File: src/design/assert_macros.svh
`ifndef ASSERT_MACROS_SVH
`define ASSERT_MACROS_SVH

// clocked assertion, ignored while in reset
`define ASSERT_CLK(label, prop, msg) \
  label: assert property (@(posedge clk) disable iff (rst) (prop)) else $error(msg);

// clocked assertion, checked during reset too
`define ASSERT_CLK_ALWAYS(label, prop, msg) \
  label: assert property (@(posedge clk) (prop)) else $error(msg);

`endif

File: src/design/sme_pkg.sv
`timescale 1ns / 1ps
`default_nettype none

package sme_pkg;

  localparam int MAX_DIM_DEF   = 8;
  localparam int FRAC_BITS_DEF = 16;
  localparam int DATA_W        = 32;
  localparam int ACC_W         = 64;
  localparam int POS_W         = 3;
  localparam int CFG_DATA_W    = 4;

  typedef enum logic [1:0] {
    ACT_WRITE_A = 2'd0,
    ACT_WRITE_B = 2'd1,
    ACT_COMPUTE = 2'd2,
    ACT_NONE    = 2'd3
  } action_t;

  typedef enum logic {
    CFG_MATRIX_SIZE = 1'b0,
    CFG_VECTOR_MODE = 1'b1
  } cfg_index_t;

  typedef struct packed {
    logic             valid;
    logic             first;
    logic             last_k;
    logic             last;
    logic [POS_W-1:0] row;
    logic [POS_W-1:0] column;
  } sme_tag_t;

endpackage

`default_nettype wire

File: src/design/sme_ram.sv
`timescale 1ns / 1ps
`default_nettype none

module sme_ram
  import sme_pkg::*;
#(
  parameter int DEPTH  = MAX_DIM_DEF * MAX_DIM_DEF,
  parameter int ADDR_W = 6
) (
  input  wire logic              clk,
  input  wire logic              write,
  input  wire logic [ADDR_W-1:0] write_addr,
  input  wire logic [DATA_W-1:0] write_data,
  input  wire logic [ADDR_W-1:0] read_addr,
  output logic      [DATA_W-1:0] read_data
);

  logic [DATA_W-1:0] mem [DEPTH];

  always_ff @(posedge clk) begin
    if (write) begin
      mem[write_addr] <= write_data;
    end
  end

  always_ff @(posedge clk) begin
    read_data <= mem[read_addr];
  end

endmodule

`default_nettype wire

File: config.mk
export PLATFORM = sky130hd
export DESIGN_NAME = sme_ram
export DESIGN_NICKNAME = d
export VERILOG_FILES = /design/src/design/assert_macros.svh /design/src/design/sme_pkg.sv /design/src/design/sme_ram.sv
export SDC_FILE = /design/constraint.sdc
export NUM_CORES = 2
export LEC_CHECK = 0
export BUFFER_PORTS_ARGS = -buffer_cell sky130_fd_sc_hd__buf_2
export CAP_MARGIN = 20
export CORE_MARGIN = 2
export CORE_UTILIZATION = 39
export DETAILED_ROUTE_END_ITERATION = 8
export PLACE_DENSITY = 0.59
export SYNTH_ARGS = -nofsm -noshare
export SYNTH_HDL_FRONTEND = slang
export SYNTH_SLANG_ARGS = --single-unit
File: constraint.sdc
create_clock -name clk -period 3.85 [get_ports clk]
set_input_delay 0.1925 -clock clk [delete_from_list [all_inputs] [get_ports clk]]
set_output_delay 0.1925 -clock clk [all_outputs]
set_load 0.01 [all_outputs]
==> Yosys cells after proc, flatten, opt, wreduce, memory -nomap -nowiden <==
Memories as Yosys holds them, arrays and structs flattened. A register that Yosys moved wholly into a read port is not among the register bits.
Index checks and enable logic that the tools add are counted.
{ "classes": {"magnitude_cmp": 0, "n_div": 0, "reduce_logical": 0, "addsub": 0, "shift": 0, "eq_ne": 0, "bitwise": 0, "mux": 2, "mul": 0} }
{ "op_table": {"columns": ["cell", "n"], "rows": [
  ["2-to-1 mux 1 bit", 2]
]} }
{ "totals": {"input_bits": 46, "register_bits": 0, "n_memories": 1, "ramBits": 2048, "output_inout_bits": 32, "latchBits": 0, "mem_bits_ro": 0} }
{ "memory_table": {"columns": ["name", "words", "width", "read_ports", "rd_ports_with_merged_regs", "wr", "line_no", "source"], "rows": [
  ["mem", 64, 32, 1, 1, 1, "sme_ram.sv:18", "logic [DATA_W-1:0] mem [DEPTH];"]
]} }

==> Longest topological paths before layout <==
{ "logic_depth": {"ltp_word": 2, "mapped_depth": 10, "depth_no_buf": 5} }

==> Least setup slack after synthesis <==
No wires, ideal clock.
{ "synth_path": {"path_type": "input-to-reg", "from": "in write_addr[3]", "to": "mem mem[48][0], enable pin", "path_slack_ps": 498, "required_time_ps": 3389, "arrival_time_ps": 2891, "n_path_buf": 1, "path_stages": 4, "path_cell_list": "clkbuf_1 -> nor2b_1 -> nand4b_1 -> nor3_1"} }
{ "synth_rtl": {"columns": ["item", "line_no", "source"], "rows": [
  ["start, declared", "sme_ram.sv:12", "input wire logic [ADDR_W-1:0] write_addr,"],
  ["end, declared", "sme_ram.sv:18", null]
]} }
Straight into the memory's write port.

==> results.md <==
* Avg Cell Area, Syn at 23.62 um^2
* Layout cell share with drive strength beyond 1 at 0.3068
* CP Data Required Time at 4510 ps
* DR iter-0 viols at 4712
* Synth Net Count at 3370
* Mux cell area share after synthesis at 0.1679
* Largest net degree at the start of global routing at 74
* Post-Synth Adder-Cell Area at 0
* Routed vias/inst at 5.748
* Rel. slew slack at 0.2939
* Clk_skew at 30.61 ps
* Seq/Total Area, Yosys at 0.7914
* Vias in the first global route at 37630
* H-tree lvl count at 4
* R2R setup slack at 1150 ps
* Pwr/cell area at 516.2 nW/um^2
* ANT nets after route at 0
* Pre-Repair DR Iteration Count at 6
* Hold WC Path Type: primary input to register
* Post-route setup TNS at 0 ps
* Final period util at 0.7053
* WHS Path Cells at 2
* Clock Tree Root: clkbuf_16
* DR WL/cell at 31.96 um
* Endpoints failing hold at 0
* Total global-route track usage at 0.2033
* Worst reg2reg startpoint: mem[54][18]
* Max clock buf depth at 3
* Seq cells post-synth at 2080
* Worst path cell trace: buf_8 > buf_12 > buf_4 > mux4_2 > mux4_2 > o22ai_1 > nor2_1
* Synthesis Warnings at 0
* FF-to-FF path depth at 5
* I/O Buffers at 77
* # nets final at 3707
* Die Y at 452.7 um
* Pins Over Slew Limit at 0
* Critical path launch point: read_addr[0]
* Final min period at 2715 ps
* Clock buffer count from CTS at 205
* CP peak stage delay at 650 ps
* Post-synthesis simple-gate area fraction at 0.01265
* CP max-delay cell: o22ai_1
* Netlist area before placement at 78520 um^2
* Placer congestion estimate at 0.7774
* Most used cell, CP: mux4_2
* TritonCTS clock tree: built
* Boundary Pins at 78
* Post-Place Worst Slack at 60.50 ps
* Setup CP Type: primary input to register
* Pleak at 28.22 nW
* Worst hold endpoint: mem[54][14]
* Worst r2r dst: read_data[18]
* Combinational family with the most area after synthesis: multiplexers
* CP Launch Type: primary input
* Finish-stage setup viols at 0
* Initial Utilization at 0.3928
* Clock sink count at 2080
* First-pass GRT wire length at 293400 um
* Worst EP arrival at 3380 ps
* Max Cap Viol at 0
* Max Clock Freq at 0.3683 GHz
* Unrepaired setup endpoints after global routing: false
* Hpwl dp at 118700 um
* Synth Area in XOR/XNOR at 0
* Library cells used by synthesis at 34
* Clock Latency Late Sink at 850 ps
* Via Count at 37400
* Area fraction in compound gates after synthesis at 0.01673
* CTS clk-pin slew, worst paths at 70 ps
* Share of the core filled with cells at 0.4545
* CP endpoint kind: register
* Drt drc at 0
* Peak fanout along the critical path at 36
* Final setup margin at 1135 ps
* Die area at 204900 um^2
* Status: complete, no violations
* Crit-path leading delay family: buffers and inverters
* Peak VDD IR at 0.0004278 V
* Min-delay src: write_data[14]
* Gr ovfl total at 0
* Cell Rows at 164
* DIE WIDTH at 452.7 um
* Synthesized instance count at 3324
* Core Area at 199900 um^2
* Final wirelength at 207900 um
* Worst-Margin Slew at 1059 ps
* Buf/Inv on CP at 3
* Layout area overhead at 15.70%
* Antenna violations before repair at 14
cell usage in the layout, fill, tap and decap left out, types with 7 or more instances in the layout:
master | Yosys | layout
edfxtp_1 | 2048 | 2048
mux4_2 | 544 | 544
clkbuf_16 | 0 | 208
buf_4 | 25 | 153
mux2i_1 | 93 | 93
o22ai_1 | 84 | 84
nor2_1 | 137 | 75
buf_2 | 57 | 73
a21oi_1 | 62 | 62
nor2_4 | 0 | 62
clkbuf_1 | 74 | 55
buf_12 | 0 | 52
clkinv_1 | 0 | 47
clkinv_2 | 0 | 41
dfxtp_1 | 32 | 32
dlygate4sd3_1 | 0 | 29
o221ai_1 | 27 | 27
nand2_1 | 26 | 26
nor2b_1 | 15 | 15
diode_2 | 0 | 13
a22oi_1 | 12 | 12
bufinv_16 | 0 | 12
a311oi_1 | 8 | 8
nand2b_1 | 8 | 7
clkbuf_8 | 0 | 7
registers in the layout, indices dropped and copies added (netlist names):
| register | count |
|---|---|
| mem | 2048 |
| read_data | 32 |
report_power, final:
group / internal (W) / total, W / leakage (nW) / switching (W)
Combinational: 0.000930 / 0.00241 / 6.35 / 0.00148
Sequential: 0.0251 / 0.0252 / 18.7 / 0.000111
Clock: 0.0109 / 0.0193 / 3.17 / 0.00844
Total: 0.0369 / 0.0469 / 28.2 / 0.0100
worst reg2reg max path, cell delays in order, from the launching register on:
cell and delay (ps):
edfxtp_1 370, mux4_2 460, mux2i_1 530, nand3b_1 360, a31oi_1 730, nor2_1 100
kinds of logic (layout without fill, tap and decap cells):
logic type             after synthesis  count (layout)
buffers and inverters              182             695
other                                0              13
DFF                               2080            2080
and+or+nand+nor                    223             223
muxes                              637             637
AOI/OAI and AO/OA                  202             202
layout make-up:
| cell class | instances | area, um^2 |
|---|---|---|
| antenna | 13 | 32.53 |
| clock buffer | 270 | 5508 |
| clock inverter | 113 | 938.4 |
| fill | 16510 | 109000 |
| multi-input combinational | 1062 | 15970 |
| sequential | 2080 | 62140 |
| tap | 2656 | 3323 |
| timing repair buffer | 312 | 2929 |
routing by layer:
layer	vias up	global-route usage	wire length [um]
li1	14990	-	-
met1	20710	0.2918	89080
met2	1450	0.3238	100100
met4	2	0.05776	5528
met3	253	0.03166	13160
met5	-	0	13
synth_stat cells:
| cell type | n | area share |
|---|---|---|
| clkbuf_1 | 74 | 0.0035 |
| buf_4 | 25 | 0.0024 |
| or3_1 | 3 | 0.00024 |
| buf_6 | 5 | 0.00072 |
| or2_0 | 1 | 0.000080 |
| nand3_1 | 5 | 0.00032 |
| buf_2 | 57 | 0.0036 |
| and2_1 | 2 | 0.00016 |
| a41o_1 | 4 | 0.00051 |
| buf_1 | 21 | 0.0010 |
| nand4_1 | 2 | 0.00016 |
| and3_1 | 4 | 0.00032 |
| nand3b_1 | 5 | 0.00048 |
| mux4_2 | 544 | 0.16 |
| nand2b_1 | 8 | 0.00064 |
| or2_1 | 1 | 0.000080 |
| edfxtp_1 | 2048 | 0.78 |
| o32ai_1 | 4 | 0.00045 |
| a21oi_1 | 62 | 0.0040 |
| nand2_1 | 26 | 0.0012 |
| nor2_1 | 137 | 0.0065 |
| o221ai_1 | 27 | 0.0030 |
| nor2b_1 | 15 | 0.0012 |
| or3b_2 | 3 | 0.00033 |
| nor3_1 | 7 | 0.00045 |
| a311oi_1 | 8 | 0.00089 |
| nand4b_1 | 1 | 0.00011 |
| a22oi_1 | 12 | 0.0011 |
| mux2i_1 | 93 | 0.012 |
| a31oi_1 | 1 | 0.000080 |
| dfxtp_1 | 32 | 0.0082 |
| o22ai_1 | 84 | 0.0067 |
| or3b_1 | 2 | 0.00022 |
| or2_2 | 1 | 0.000080 |
through the flow:
step,cells,total power [W],hold slack (ps),instance area (um^2)
6_report,6506,0.04689,42.74,90840
5_1_grt,6500,0.04824,53.25,90820
4_1_cts,6471,0.04726,14.64,90470
3_5_place_dp,6070,0.02806,594.5,83840
3_3_place_gp,6069,0.02804,593.3,83830
2_1_floorplan,3324,0.02683,291.4,78520
worst max path at each step:
stage | end | slack [ps] | cells after the start
global placement | read_data[25] | 90 | 7
CTS | read_data[25] | 980 | 7
finish | read_data[25] | 1130 | 7
detailed placement | read_data[25] | 60 | 7
floorplan | mem[48][0] | 500 | 4
global route | read_data[25] | 1050 | 7
repair_timing:
item,in CTS,in global routing
hold endpoints to repair,360,471
setup buffers,0,0
hold buffers,18,11
gates resized for setup,0,0
No activity file was read; power rests on OpenSTA's default activity.
