===== src/design/assert_macros.svh =====
`ifndef ASSERT_MACROS_SVH
`define ASSERT_MACROS_SVH

// clocked assertion, ignored while in reset
`define ASSERT_CLK(label, prop, msg) \
  label: assert property (@(posedge clk) disable iff (rst) (prop)) else $error(msg);

// clocked assertion, checked during reset too
`define ASSERT_CLK_ALWAYS(label, prop, msg) \
  label: assert property (@(posedge clk) (prop)) else $error(msg);

`endif


===== src/design/sme_pkg.sv =====
`timescale 1ns / 1ps
`default_nettype none

package sme_pkg;

  localparam int MAX_DIM_DEF   = 8;
  localparam int FRAC_BITS_DEF = 16;
  localparam int DATA_W        = 32;
  localparam int ACC_W         = 64;
  localparam int POS_W         = 3;
  localparam int CFG_DATA_W    = 4;

  typedef enum logic [1:0] {
    ACT_WRITE_A = 2'd0,
    ACT_WRITE_B = 2'd1,
    ACT_COMPUTE = 2'd2,
    ACT_NONE    = 2'd3
  } action_t;

  typedef enum logic {
    CFG_MATRIX_SIZE = 1'b0,
    CFG_VECTOR_MODE = 1'b1
  } cfg_index_t;

  typedef struct packed {
    logic             valid;
    logic             first;
    logic             last_k;
    logic             last;
    logic [POS_W-1:0] row;
    logic [POS_W-1:0] column;
  } sme_tag_t;

endpackage

`default_nettype wire


===== src/design/sme_seq.sv =====
`timescale 1ns / 1ps
`default_nettype none

module sme_seq
  import sme_pkg::*;
#(
  parameter int MAX_DIM = MAX_DIM_DEF,
  parameter int IDX_W   = 3,
  parameter int ADDR_W  = 6
) (
  input  wire logic              clk,
  input  wire logic              rst,
  input  wire logic              launch,
  input  wire logic [IDX_W-1:0]  size_m1,
  input  wire logic              vector_mode,
  input  wire logic              drain_done,
  output logic                   busy,
  output logic      [ADDR_W-1:0] a_addr,
  output logic      [ADDR_W-1:0] b_addr,
  output sme_tag_t               tag
);

  typedef enum logic [2:0] {
    ST_IDLE  = 3'b001,
    ST_RUN   = 3'b010,
    ST_DRAIN = 3'b100
  } state_t;

  state_t           state;
  state_t           state_next;
  logic [IDX_W-1:0] nm1;
  logic [IDX_W-1:0] cm1;
  logic [IDX_W-1:0] i;
  logic [IDX_W-1:0] j;
  logic [IDX_W-1:0] k;
  logic             k_end;
  logic             j_end;
  logic             i_end;

  assign k_end = (k == nm1);
  assign j_end = (j == cm1);
  assign i_end = (i == nm1);
  assign busy  = (state != ST_IDLE);

  assign a_addr = ADDR_W'(int'(i) * MAX_DIM + int'(k));
  assign b_addr = ADDR_W'(int'(k) * MAX_DIM + int'(j));

  always_comb begin
    state_next = state;
    unique case (state)
      ST_IDLE: begin
        if (launch) begin
          state_next = ST_RUN;
        end
      end
      ST_RUN: begin
        if (k_end && j_end && i_end) begin
          state_next = ST_DRAIN;
        end
      end
      ST_DRAIN: begin
        if (drain_done) begin
          state_next = ST_IDLE;
        end
      end
      default: state_next = ST_IDLE;
    endcase
  end

  always_ff @(posedge clk) begin
    if (rst) begin
      state     <= ST_IDLE;
      tag.valid <= 1'b0;
    end else begin
      state     <= state_next;
      tag.valid <= (state == ST_RUN);
    end
    tag.first  <= (k == '0);
    tag.last_k <= k_end;
    tag.last   <= i_end && j_end;
    tag.row    <= POS_W'(i);
    tag.column <= POS_W'(j);
    if (state == ST_IDLE) begin
      nm1 <= size_m1;
      cm1 <= vector_mode ? '0 : size_m1;
      i   <= '0;
      j   <= '0;
      k   <= '0;
    end else if (state == ST_RUN) begin
      if (!k_end) begin
        k <= k + 1'b1;
      end else begin
        k <= '0;
        if (!j_end) begin
          j <= j + 1'b1;
        end else begin
          j <= '0;
          i <= i + 1'b1;
        end
      end
    end
  end

endmodule

`default_nettype wire


===== config.mk =====
export PLATFORM = sky130hd
export DESIGN_NAME = sme_seq
export DESIGN_NICKNAME = d
export VERILOG_FILES = /design/src/design/assert_macros.svh /design/src/design/sme_pkg.sv /design/src/design/sme_seq.sv
export SDC_FILE = /design/constraint.sdc
export NUM_CORES = 1
export LEC_CHECK = 0
export ABC_AREA = 0
export BUFFER_PORTS_ARGS = -buffer_cell sky130_fd_sc_hd__buf_2
export CAP_MARGIN = 25
export CORE_MARGIN = 4
export CORE_UTILIZATION = 50
export CTS_CLUSTER_DIAMETER = 200
export CTS_CLUSTER_SIZE = 10
export DETAILED_ROUTE_END_ITERATION = 12
export PLACE_DENSITY_LB_ADDON = 0.05
export SLEW_MARGIN = 15
export SYNTH_ARGS = -nofsm -noshare
export SYNTH_HDL_FRONTEND = slang
export SYNTH_SLANG_ARGS = --single-unit

===== constraint.sdc =====
create_clock -name clk -period 2 [get_ports clk]
set_clock_uncertainty 0.15 [all_clocks]
set_input_delay 0.4 -clock clk [delete_from_list [all_inputs] [get_ports clk]]
set_output_delay 0.4 -clock clk [all_outputs]
set_load 0.005 [all_outputs]

# --- Word-level counts from Yosys, hierarchy flattened ---
# Index checks and enable logic that the tools add are counted.
totals:
  ff_bits: 28
  output_inout_bits: 23
  word_cells: 40
classes:
  add_sub_neg: 5
  eq_ne: 10
  mux: 6
  reduce_logical: 7
op_table:
  columns: ["operator", "count"]
  rows:
  - ["3-bit 2-to-1 mux", 5]
  - ["6-bit by 3-bit adder with 6-bit output", 2]
  - ["3-bit by 1-bit adder with 3-bit output, second input constant", 3]
  - ["3-bit == test", 3]
  - ["3-bit one-hot mux with 3 select lines", 1]
  - ["2-bit != test, second input constant", 3]
  - ["3-bit AND reduction", 2]
  - ["3-bit by 1-bit == test with 1-bit output, second input constant", 1]
  - ["3-bit by 2-bit == test with 1-bit output, second input constant", 1]
  - ["3-bit == test, second input constant", 1]
  - ["1-bit logical AND", 3]
  - ["3-bit zero test", 1]
  - ["3-bit by 1-bit != test with 1-bit output, second input constant", 1]
  - ["2-bit AND reduction", 1]

# --- Longest topological paths before layout ---
depth:
  word_depth: 5
  depth_mapped: 5

# --- Least setup slack after synthesis ---
# No wires, ideal clock.
synth_path:
  path_kind: "register to register"
  startpoint: "register nm1[1]"
  endpoint: "register state[1]"
  setup_ns: 0.117
  t_arrival_ns: 1.371
  required_ns: 1.733
  setup_slack_ns: 0.361
  path_stages_with_launch: 5
  path_cell_list: "edfxtp_1 xnor2_2 nand3_1 or3_1 a32o_2"
synth_between:
  elab_chain_len: 5
synth_rtl:
  columns: ["item", "line_no", "source"]
  rows:
  - ["from (decl)", "sme_seq.sv:31", "logic [IDX_W-1:0] nm1;"]
  - ["from (signal assigned)", "sme_seq.sv:84", "nm1 <= size_m1;"]
  - ["3-bit == test", "sme_seq.sv:40", "assign k_end = (k == nm1);"]
  - ["1-bit logical AND", "sme_seq.sv:57", "if (k_end && j_end && i_end) begin"]
  - ["1-bit logical AND *", "sme_seq.sv:57", null]
  - ["2-bit != test (no line) *", null, null]
  - ["3-bit AND reduction (no line) *", null, null]
  - ["to (signal assigned)", "sme_seq.sv:75", "state <= state_next;"]
  - ["to (decl)", "sme_seq.sv:29", "state_t state;"]
# Every way passes the cells marked *; elsewhere a longest branch is shown, timed or not.
# A chain may end at the register's enable or synchronous reset.

# --- Worst setup path in the final report ---
layout_path:
  startpoint: "register state[0]"
  endpoint: "output busy"
layout_between:
  elab_chain_len: 1
layout_rtl:
  columns: ["item", "line_no", "source"]
  rows:
  - ["3-bit by 1-bit != test with 1-bit output", "sme_seq.sv:43", "assign busy = (state != ST_IDLE);"]
  - ["to (decl)", "sme_seq.sv:17", "output logic busy,"]
# No other way between the ends.

==> out/qor.txt <==
========================================================================================
Boundary pin count                                                                    31
Number of failing hold endpoints at the final stage                                    0
Headroom to the max-slew limit                                                     82.1%
Count of hold buffers inserted by post-cts repair                                      0
Port buffer count                                                                     30
Post-synthesis sequential element count                                               28
Average instance area after synthesis                                           11.4 µm²
Overall die width                                                                56.2 µm
Outcome                                                                     finished, final reports clean
Area share of the leading cell type in the synthesized netlist                     37.9%
Commonest non-fill, non-tap cell in the layout                                     buf_2
Unique masters post-synth                                                             32
Number of iterations in the first detailed-routing pass                                4
Syn Nets                                                                             114
Residual overflow from global routing                                                  0
Final max-slew violation count                                                         0
Largest vdd supply drop                                                       0.000409 V
Top achievable clock speed                                                       526 MHz
Most used cells in the layout excluding fill and tap cells                  buf_2, dfxtp_1, nand3_1, xnor2_1, edfxtp_1
Height of the die                                                                56.2 µm
DIE AREA                                                                        3160 µm²
Maximum count of clock buffers along a single path                                     2
Source-to-sink clock delay at the later pin of the worst-skew pair               0.32 ns
Starting density of the core                                                       52.5%
Drc violations                                                                         0
Post-detailed-route via-to-cell ratio                                               5.19
Placed Cells incl. Taps                                                              158
Root buffer selected by CTS                                                     clkbuf_4
Number of global-route vias before repair                                            717
Slew at the pin with the worst max-slew slack                                   0.268 ns
Final period demand of the worst path                                            1.90 ns
All-layer global routing usage                                                     13.5%
Remaining antenna violation count                                                      0
Arr. time, crit path                                                             1.35 ns
Share of post-route cells with drive strength above 1                              36.6%
DP Area                                                                         1340 µm²
Clk pin slew, worst setup/hold paths                                             0.15 ns
Synth area leaders                                                          dfxtp_1, edfxtp_1, xnor2_1, ha_1, xnor2_2
Gate count after technology mapping                                                  102
Type of destination of the critical path                                    primary output
Sequential share of the synthesized area                                           53.4%
Starting DRC count in detailed routing                                                 6
Non-filler instance count after layout                                               162
Final-layout worst hold slack                                                   0.101 ns
P&R area growth vs syn                                                             20.2%
Initial antenna violation count                                                        0
Maximum fanout along the worst path                                                    7
Number of filler instances in the final layout                                       184
Kind of start point of the critical path                                       flip-flop
Number of antenna repair diodes                                                        0
Worst endpoint required time                                                     1.45 ns
Total clock buffers created by CTS                                                     3
Predominant post-synthesis flop cell                                             dfxtp_1
Number of setup violations in the final report                                         0
Final estimated routing congestion in global placement                             0.792
Total half-perimeter wirelength after legalization and detailed placement        1590 µm
Max-cap violations                                                                     0
Clock Sink Count                                                                      28
Classification of the worst setup path                                      flip-flop to primary output
Yosys top cell by area                                                           dfxtp_1
HP Class                                                                    input port to flip-flop
Post-route setup TNS                                                                0 ns
Post-synth EDFFs                                                                       6
Deepest level of the CTS H-tree                                                        1
Layout Cell Area excl Fill                                                      1400 µm²
Area of the core region                                                         2210 µm²
Wire per inst                                                                    12.6 µm
Power per standard cell area                                                  779 nW/µm²
Wire length reported by the detailed router                                      2040 µm
Tcrit/Tclk final                                                                   95.1%
Buffers inserted by post-CTS timing repair                                             0
Asr flop ratio synth                                                                  0%
Leakage power                                                                   0.596 nW
Maximum number of pins on one net before global-route repair                          17
Via count                                                                            841
Cell area after technology mapping                                              1160 µm²
Number of warnings issued by yosys                                                     0
Net count reported at finish                                                         147
RSZ-0062 raised after global routing                                               false
Worst reg2reg setup slack                                                        0.27 ns
Standard-cell rows                                                                    17
TritonCTS clock tree                                                                done
First-pass GRT wire length                                                       3350 µm
========================================================================================
[final timing paths]
kind                           end  cells past startpoint             startpoint
max                           busy                      2  state[0]$_SDFFE_PP1P_
min               nm1[2]$_DFFE_PP_                      1             size_m1[2]
max reg2reg  state[1]$_SDFFE_PP0P_                      4       nm1[1]$_DFFE_PP_
min reg2reg         tag[1]$_DFF_P_                      0      j[1]$_SDFFE_PP0P_
[critical path, stage by stage, from the launching register on]
cell and delay [ns]:
dfxtp_2 0.43, or3b_4 0.45, buf_2 0.15
[layout make-up]
| type | instances | area, µm² | share of cell area (%) |
|---|---|---|---|
| inverters | 6 | 22.5 | 1.61 |
| clock inverters | 1 | 30.0 | 2.15 |
| well taps | 28 | 35.0 | 2.51 |
| repair buffers | 33 | 173 | 12.4 |
| clock buffers | 3 | 22.5 | 1.61 |
| multi-input cells | 63 | 490 | 35.2 |
| flip-flops and latches | 28 | 622 | 44.6 |
[metrics by stage]
step	util, %	worst slack [ns]	power, W
3_3_place_gp	60.5	0.313	0.000731
6_report	63.1	0.0979	0.00109
2_1_floorplan	-	0.361	0.000700
5_1_grt	63.1	0.0504	0.00113
4_1_cts	63.0	0.0245	0.00110
3_5_place_dp	60.5	0.277	0.000733
[Yosys cell counts (2+ instances only)]
| master | count |
|---|---|
| buf_4 | 3 |
| nand2_1 | 4 |
| nor2_1 | 5 |
| ha_1 | 4 |
| inv_1 | 5 |
| dfxtp_1 | 22 |
| nor2b_1 | 5 |
| or3_1 | 2 |
| xnor2_1 | 6 |
| clkbuf_1 | 2 |
| a21oi_1 | 5 |
| o21ai_0 | 2 |
| xnor2_2 | 3 |
| nand3_1 | 8 |
| o31ai_1 | 4 |
| edfxtp_1 | 6 |
[layer usage]
layer	part of all wire (%)	routed length [µm]	up-vias	track usage (%)
met5	0	0	-	0
met4	1.8	37	0	6.10
met3	7.6	155	5	2.55
met2	43	875	29	19.7
met1	47	967	380	19.2
li1	-	-	427	-
[cells by family after synthesis]
group | Yosys count | synth area share (%)
AO/OA/AOI/OAI | 17 | 9.81
XOR/XNOR | 9 | 8.73
adder cells (fa/ha/maj) | 4 | 4.31
buffers and inverters | 11 | 4.53
flip-flops | 28 | 53.4
multiplexers | 1 | 0.862
AND/OR/NAND/NOR | 32 | 18.3
[registers in the layout, indices dropped and copies added, names as in the netlist]
signal and count:
tag 10, cm1 3, i 3, j 3, k 3, nm1 3
state 3
[repair_timing]
item                       4_1_cts  5_1_grt
gates cloned                     0        0
setup endpoints to repair        1        1
gates resized for setup          1        1
hold endpoints to repair         0        0
[power by group]
part | internal [W] | switching, W
combinational | 0.0000485 | 0.0000534
sequential | 0.000602 | 0.0000175
clock | 0.000203 | 0.000162
total | 0.000854 | 0.000233
Note: power is estimated with default switching activity, not from simulation.
