$ cat config.mk
export PLATFORM = sky130hd
export DESIGN_NAME = sme_mac
export DESIGN_NICKNAME = d
export VERILOG_FILES = /design/src/design/assert_macros.svh /design/src/design/sme_pkg.sv /design/src/design/sme_mac.sv
export SDC_FILE = /design/constraint.sdc
export NUM_CORES = 2
export LEC_CHECK = 0
export BUFFER_PORTS_ARGS = -buffer_cell sky130_fd_sc_hd__buf_4
export CAP_MARGIN = 20
export CORE_ASPECT_RATIO = 0.6
export CORE_MARGIN = 1.5
export CORE_UTILIZATION = 45
export DETAILED_ROUTE_END_ITERATION = 12
export GPL_TIMING_DRIVEN = 1
export MAX_ROUTING_LAYER = met4
export SLEW_MARGIN = 10
export SYNTH_ARGS = -nofsm -noshare
export SYNTH_HDL_FRONTEND = slang
export SYNTH_SLANG_ARGS = --single-unit
$ cat constraint.sdc
create_clock -name clk -period 17.9 [get_ports clk]
set_input_delay 2.685 -clock clk [delete_from_list [all_inputs] [get_ports clk]]
set_output_delay 2.685 -clock clk [all_outputs]
set_load 0.005 [all_outputs]
$ cat src/design/assert_macros.svh
`ifndef ASSERT_MACROS_SVH
`define ASSERT_MACROS_SVH

// clocked assertion, ignored while in reset
`define ASSERT_CLK(label, prop, msg) \
  label: assert property (@(posedge clk) disable iff (rst) (prop)) else $error(msg);

// clocked assertion, checked during reset too
`define ASSERT_CLK_ALWAYS(label, prop, msg) \
  label: assert property (@(posedge clk) (prop)) else $error(msg);

`endif

$ cat src/design/sme_pkg.sv
`timescale 1ns / 1ps
`default_nettype none

package sme_pkg;

  localparam int MAX_DIM_DEF   = 8;
  localparam int FRAC_BITS_DEF = 16;
  localparam int DATA_W        = 32;
  localparam int ACC_W         = 64;
  localparam int POS_W         = 3;
  localparam int CFG_DATA_W    = 4;

  typedef enum logic [1:0] {
    ACT_WRITE_A = 2'd0,
    ACT_WRITE_B = 2'd1,
    ACT_COMPUTE = 2'd2,
    ACT_NONE    = 2'd3
  } action_t;

  typedef enum logic {
    CFG_MATRIX_SIZE = 1'b0,
    CFG_VECTOR_MODE = 1'b1
  } cfg_index_t;

  typedef struct packed {
    logic             valid;
    logic             first;
    logic             last_k;
    logic             last;
    logic [POS_W-1:0] row;
    logic [POS_W-1:0] column;
  } sme_tag_t;

endpackage

`default_nettype wire

$ cat src/design/sme_mac.sv
`timescale 1ns / 1ps
`default_nettype none

module sme_mac
  import sme_pkg::*;
#(
  parameter int FRAC_BITS = FRAC_BITS_DEF
) (
  input  wire logic              clk,
  input  wire logic              rst,
  input  wire sme_tag_t          tag_in,
  input  wire logic [DATA_W-1:0] a_data,
  input  wire logic [DATA_W-1:0] b_data,
  output logic                   result_valid,
  output logic      [POS_W-1:0]  out_row,
  output logic      [POS_W-1:0]  out_column,
  output logic      [DATA_W-1:0] result_value,
  output logic                   last
);

  localparam logic signed [ACC_W-1:0] ACC_MAX = {1'b0, {(ACC_W-1){1'b1}}};
  localparam logic signed [ACC_W-1:0] ACC_MIN = {1'b1, {(ACC_W-1){1'b0}}};

  sme_tag_t                  tag_p;
  sme_tag_t                  tag_s;
  logic signed [ACC_W-1:0]   full;
  logic signed [ACC_W-1:0]   prod;
  logic signed [ACC_W-1:0]   acc;
  logic signed [ACC_W:0]     sum;
  logic signed [ACC_W-1:0]   acc_next;
  logic                      fits32;

  assign full = $signed(a_data) * $signed(b_data);
  assign sum  = {acc[ACC_W-1], acc} + {prod[ACC_W-1], prod};

  always_comb begin
    if (tag_p.first) begin
      acc_next = prod;
    end else if (sum[ACC_W] != sum[ACC_W-1]) begin
      acc_next = sum[ACC_W] ? ACC_MIN : ACC_MAX;
    end else begin
      acc_next = sum[ACC_W-1:0];
    end
  end

  assign fits32 = (&acc[ACC_W-1:DATA_W-1]) || !(|acc[ACC_W-1:DATA_W-1]);

  // multiply, accumulate, saturate
  always_ff @(posedge clk) begin
    if (rst) begin
      tag_p.valid  <= 1'b0;
      tag_s.valid  <= 1'b0;
      result_valid <= 1'b0;
    end else begin
      tag_p.valid  <= tag_in.valid;
      tag_s.valid  <= tag_p.valid;
      result_valid <= tag_s.valid && tag_s.last_k;
    end
    prod         <= full >>> FRAC_BITS;
    tag_p.first  <= tag_in.first;
    tag_p.last_k <= tag_in.last_k;
    tag_p.last   <= tag_in.last;
    tag_p.row    <= tag_in.row;
    tag_p.column <= tag_in.column;
    if (tag_p.valid) begin
      acc <= acc_next;
    end
    tag_s.first  <= tag_p.first;
    tag_s.last_k <= tag_p.last_k;
    tag_s.last   <= tag_p.last;
    tag_s.row    <= tag_p.row;
    tag_s.column <= tag_p.column;
    out_row      <= tag_s.row;
    out_column   <= tag_s.column;
    last         <= tag_s.last;
    if (fits32) begin
      result_value <= acc[DATA_W-1:0];
    end else begin
      result_value <= acc[ACC_W-1] ? {1'b1, {(DATA_W-1){1'b0}}} : {1'b0, {(DATA_W-1){1'b1}}};
    end
  end

endmodule

`default_nettype wire

Yosys cells after proc, flatten, opt, wreduce, memory -nomap -nowiden

Cells that the tools add are included.

Flip-flop bits (word level): 171
Output and inout bits: 40

Add/subtract/negate cells: 1
Multiply operators: 1
Equality and inequality tests: 1
Mux-type cells: 5
Reduce and logical (&&, ||, !) cells: 5

Operators with widths:

| cell                                           | number |
|---|---|
| 64-bit two-way mux                             | 3 |
| 64-bit by 48-bit adder with 65-bit output      | 1 |
| 32-bit by 32-bit multiplier with 64-bit output | 1 |
| 32-bit two-way mux                             | 2 |
| 33-bit AND reduction                           | 1 |
| 33-bit OR reduction                            | 1 |
| 1-bit logical AND                              | 1 |
| 1-bit logical NOT                              | 1 |
| 1-bit logical OR                               | 1 |
| 1-bit inequality test                          | 1 |

Logic depth before layout (Yosys ltp)

Depth in word-level cells: 4
Depth in mapped cells: 30

Least setup slack after synthesis

OpenSTA, ideal clock, no wires.

Path kind: input port to flip-flop
From: in a_data[31]
To: reg prod[46]
Data arrival time: 10,086 ps
Path slack: 7,694 ps
Cell stages on the path: 26
Path buffers: 2
Cell sequence: clkbuf_1 > nand2_1 > inv_1 > fa_1 > inv_1 > fa_1 > inv_1 > fa_1 > fa_1 > inv_1 > fa_1 > inv_1 > fa_1 > inv_1 > fa_1 > inv_1 > fa_1 > ha_1 > clkbuf_1 > a21o_1 > a21o_1 > a221o_1 > a221oi_1 > o21ai_0 > a221o_1 > a211o_1

Word-level cells in the longest chain between the ends: 1

Ends and longest elaborated chain:

| item                                           | line          | source |
|---|---|---|
| start, declared                                | sme_mac.sv:12 | `input wire logic [DATA_W-1:0] a_data,` |
| 32-bit by 32-bit multiplier with 64-bit output | sme_mac.sv:33 | `assign full = $signed(a_data) * $signed(b_data);` |
| net full[62]                                   | sme_mac.sv:26 | `logic signed [ACC_W-1:0] full;` |
| end signal, assigned                           | sme_mac.sv:59 | `prod <= full >>> FRAC_BITS;` |
| end, declared                                  | sme_mac.sv:27 | `logic signed [ACC_W-1:0] prod;` |

The timed path passes the listed nets, and every way through them passes these cells.
A chain may end at the register's enable or synchronous reset.

Worst setup path in the final report

From: in b_data[2]
To: reg prod[46]

Word-level cells in the longest chain between the ends: 1

Ends and longest elaborated chain:

| item                                           | line          | source |
|---|---|---|
| start, declared                                | sme_mac.sv:13 | `input wire logic [DATA_W-1:0] b_data,` |
| 32-bit by 32-bit multiplier with 64-bit output | sme_mac.sv:33 |  |
| net full[62]                                   | sme_mac.sv:26 |  |

The timed path passes the listed nets, and every way through them passes these cells.

==> results.txt <==
- The setup path with the least slack is of type in2reg.
- Worst EP arrival: between 10 and 15 ns
- Horizontal die dimension: 413 um
- around 120 I/O pins were placed.
* Dominant register cell in the synthesized netlist: sky130_fd_sc_hd__dfxtp_1
- In the synthesized netlist the async set-or-reset flop fraction comes to 0%.
- Layout cell share with drive strength beyond 1: 3.80%
* Warnings, synthesis: 0
- For the worst setup path, the data required time is about 18 ns.
* Worst path max stage delay: between 0.9 and 1 ns
* Core outline area: about 100000 um2
- Counting flops with a built-in enable in the synthesized netlist gives between 60 and 70.
* Clock tree sinks: between 150 and 200
* Port Buf Inserts: between 100 and 150
- The layout has about 9.6k filler cells.
- In this run the core area contains 90 standard-cell rows.
- Seq/Total Area, Yosys: roughly 8.9%
- Kind of cell with the highest combined delay on the critical path: adder cells
- Cell with the largest stage delay on the worst path: sky130_fd_sc_hd__fa_1
- Derived from the worst setup path, the maximum achievable clock frequency is between 0.09 and 0.1 GHz.
- Pin count of the biggest net entering global routing: 65
- Bufs and invs on worst path: 8
* Routed len/inst: around 22 um
- Leaving out fill and tap cells, the most frequent cell in the layout is sky130_fd_sc_hd__fa_1.
* Netlist area before placement: between 40000 and 50000 um2
- Cell occurring most often along the worst timing path: sky130_fd_sc_hd__fa_1
* Non-filler cells in the finished layout: ~6.2k
- The flow ran to the end, and the final reports show no timing, DRC or antenna violations.
- Mean area per synthesized cell: 9.22 um2
- Summed over all nets, the half-perimeter wirelength after detailed placement is 104000 um.
- The number of hold-slack violations in the final timing report was 0.
- In the layout the commonest cells are 1082 x sky130_fd_sc_hd__fa_1, 1065 x sky130_fd_sc_hd__inv_1, 676 x sky130_fd_sc_hd__nand2_1.
* Area added between synthesis and finish: 4.85%
* Number of nets in the finished design: 6208
* Total clock buffers created by CTS: 17
- Hold Buf Count CTS: 0
- The worst setup path is captured at a register.
* Pin slew with the least headroom to its limit: approximately 1.1 ns
- Setup repair after global routing left no endpoint under its margin.
* Net Count, Synth: between 6k and 7k
* Max-Slew Margin vs Limit: 28.9%
* Post-CTS sizing: 0
- The worst hold path belongs to the class reg2reg.
- The number of setup buffers added after CTS is 0.
- Global-route wire length before repair: around 210000 um
* Setup Skew: around 0.015 ns
- The count of final max-slew check failures is 0.
* Worst Setup Start Kind: input port
- Post-CTS clock slew at the launch and capture registers of the worst setup and hold paths: about 0.07 ns
- Count of vias placed by the detailed router: between 30k and 40k
- Initial antenna violation count: 7
- Global routing used around 28% of the available tracks across all layers.
- Post-layout util: between 40% and 50%
* First-pass iteration count of the detailed router: 6
- Wires add up to 133000 um.
- Total die area: slightly above 100000 um2
* Source-to-sink clock delay at the later pin of the worst-skew pair: 0.46 ns
- Along the worst path, the maximum fanout reaches 32.
* Number of vias per cell after detailed routing: about 5.4
- The detail route stage leaves a number of antenna-violating nets equal to 0.
- The initial utilization of the core area, before any placement, comes to a little under half.
- Chip Height: around 250 um
- Post-synthesis cell type count: 80
- Cells after synthesis: a little under 5k
* Root buf cell: sky130_fd_sc_hd__clkbuf_16
* Post-layout minimum cycle time: between 10 and 15 ns
- Overflow left after global routing: 0
- After layout, the worst path uses ~60% of the clock period.
* Number of buffers between clock root and the deepest sink: 2
- Setup Viol. Count Final: 0
- Number of flip-flops and latches in the synthesized netlist: about 170
* Setup tns final: 0 ns
- The number of global-route vias before repair was between 30k and 40k.
- For this block, the initial DRC count from the detailed router was around 2.8k.
- TritonCTS built the clock tree.
- Min Hold Slack: 0.327 ns
- Maximum level of the CTS H-tree: 4
- At the end of routability-driven placement, the weighted congestion stood at 0.946.
- Counting tap cells, the placed design contains a total of roughly 6.1k instances.
- DRC viols: 0
* Max_cap viols: 0
cell families (layout without fill, tap and decap cells):
kind of cell | after synthesis | in the layout | share of synthesized area [%]
other | 0 | 3 | 0
XOR/XNOR | 112 | 112 | 2.16
buffers and inverters | 1335 | 1227 | 11.2
adder cells (fa/ha/maj) | 1326 | 1326 | 54.4
multiplexers | 4 | 4 | 0.0936
AO/OA/AOI/OAI | 528 | 528 | 7.56
AND/OR/NAND/NOR | 1451 | 1451 | 15.7
flip-flops | 171 | 171 | 8.94
per-layer routing:
layer	share of wire (%)	track usage, %
met3	9.5	5.48
met1	50	43.9
met2	39	36.9
met4	1.1	3.46
met5	0	-
flip-flops by register name, indices dropped and copies added (netlist names):
signal        flops
prod             48
result_value     32
out_column        3
out_row           3
result_valid      1
acc              64
last              1
tag_s             9
tag_p            10
synthesized netlist by cell type (all sizes together) (5+ instances only):
cell type  number  area (um2)
fa           1082       21700
inv          1066        4000
nand2         676        2540
and2          495        3100
clkbuf        248         937
ha            244        3050
a21oi         139         707
o21ai         135         683
dfxtp         107        2140
nor2           99         372
xnor2          66         578
edfxtp         64        1920
a21o           51         383
nand4          49         307
xor2           46         403
a2bb2oi        35         307
nand2b         23         144
nand3          22         110
buf            21         135
nor3           20         100
o211ai         20         150
o21bai         19         143
a31oi          16         100
nor4           15        93.8
o31ai          15         113
a211oi         14         105
o21a           13        97.6
nor2b          12        75.1
and3           10        62.6
a221oi          8        70.1
and4            8        70.1
a2111oi         7        87.6
or4             7        52.6
a21boi          6        45.0
o221ai          5        50.0
o22ai           5        31.3
final timing paths:
kind                            startpoint  depth (start not counted)  slack, ns  endpoint
worst max-delay path             b_data[2]                         25       7.24  prod[46]
worst min-delay path              tag_p[0]                          0       0.33  tag_s[0]
worst max register to register      acc[0]                         15      13.11   acc[42]
worst min register to register    tag_p[0]                          0       0.33  tag_s[0]
through the flow:
step | worst slack, ns | cell area, um2
3_3_place_gp | 6.63 | 47000
3_5_place_dp | 6.47 | 47000
6_report | 7.24 | 47700
4_1_cts | 6.91 | 47600
2_1_floorplan | 7.69 | 45400
5_1_grt | 6.84 | 47600
worst reg2reg max path, delay by kind of cell (launching register included):
kind                       cells  cell delay [ns]
adders and majority gates      2             0.65
AOI/OAI and AO/OA              7             2.17
buffers and inverters          4             1.10
DFF                            1             0.42
and+or+nand+nor                2             0.25
final cells by class:
type	count	area [um2]	area share, %
inverters	1066	4000	8.40
well taps	1334	1670	3.50
diodes	3	7.51	0.0158
multi-input cells	3421	36300	76.2
clock buffers	21	503	1.06
repair buffers	129	973	2.04
flip-flops and latches	171	4070	8.53
clock inverters	11	109	0.228
Power is not shown: default switching activity piles up to over one toggle a cycle in this logic, so the estimate is an artifact.
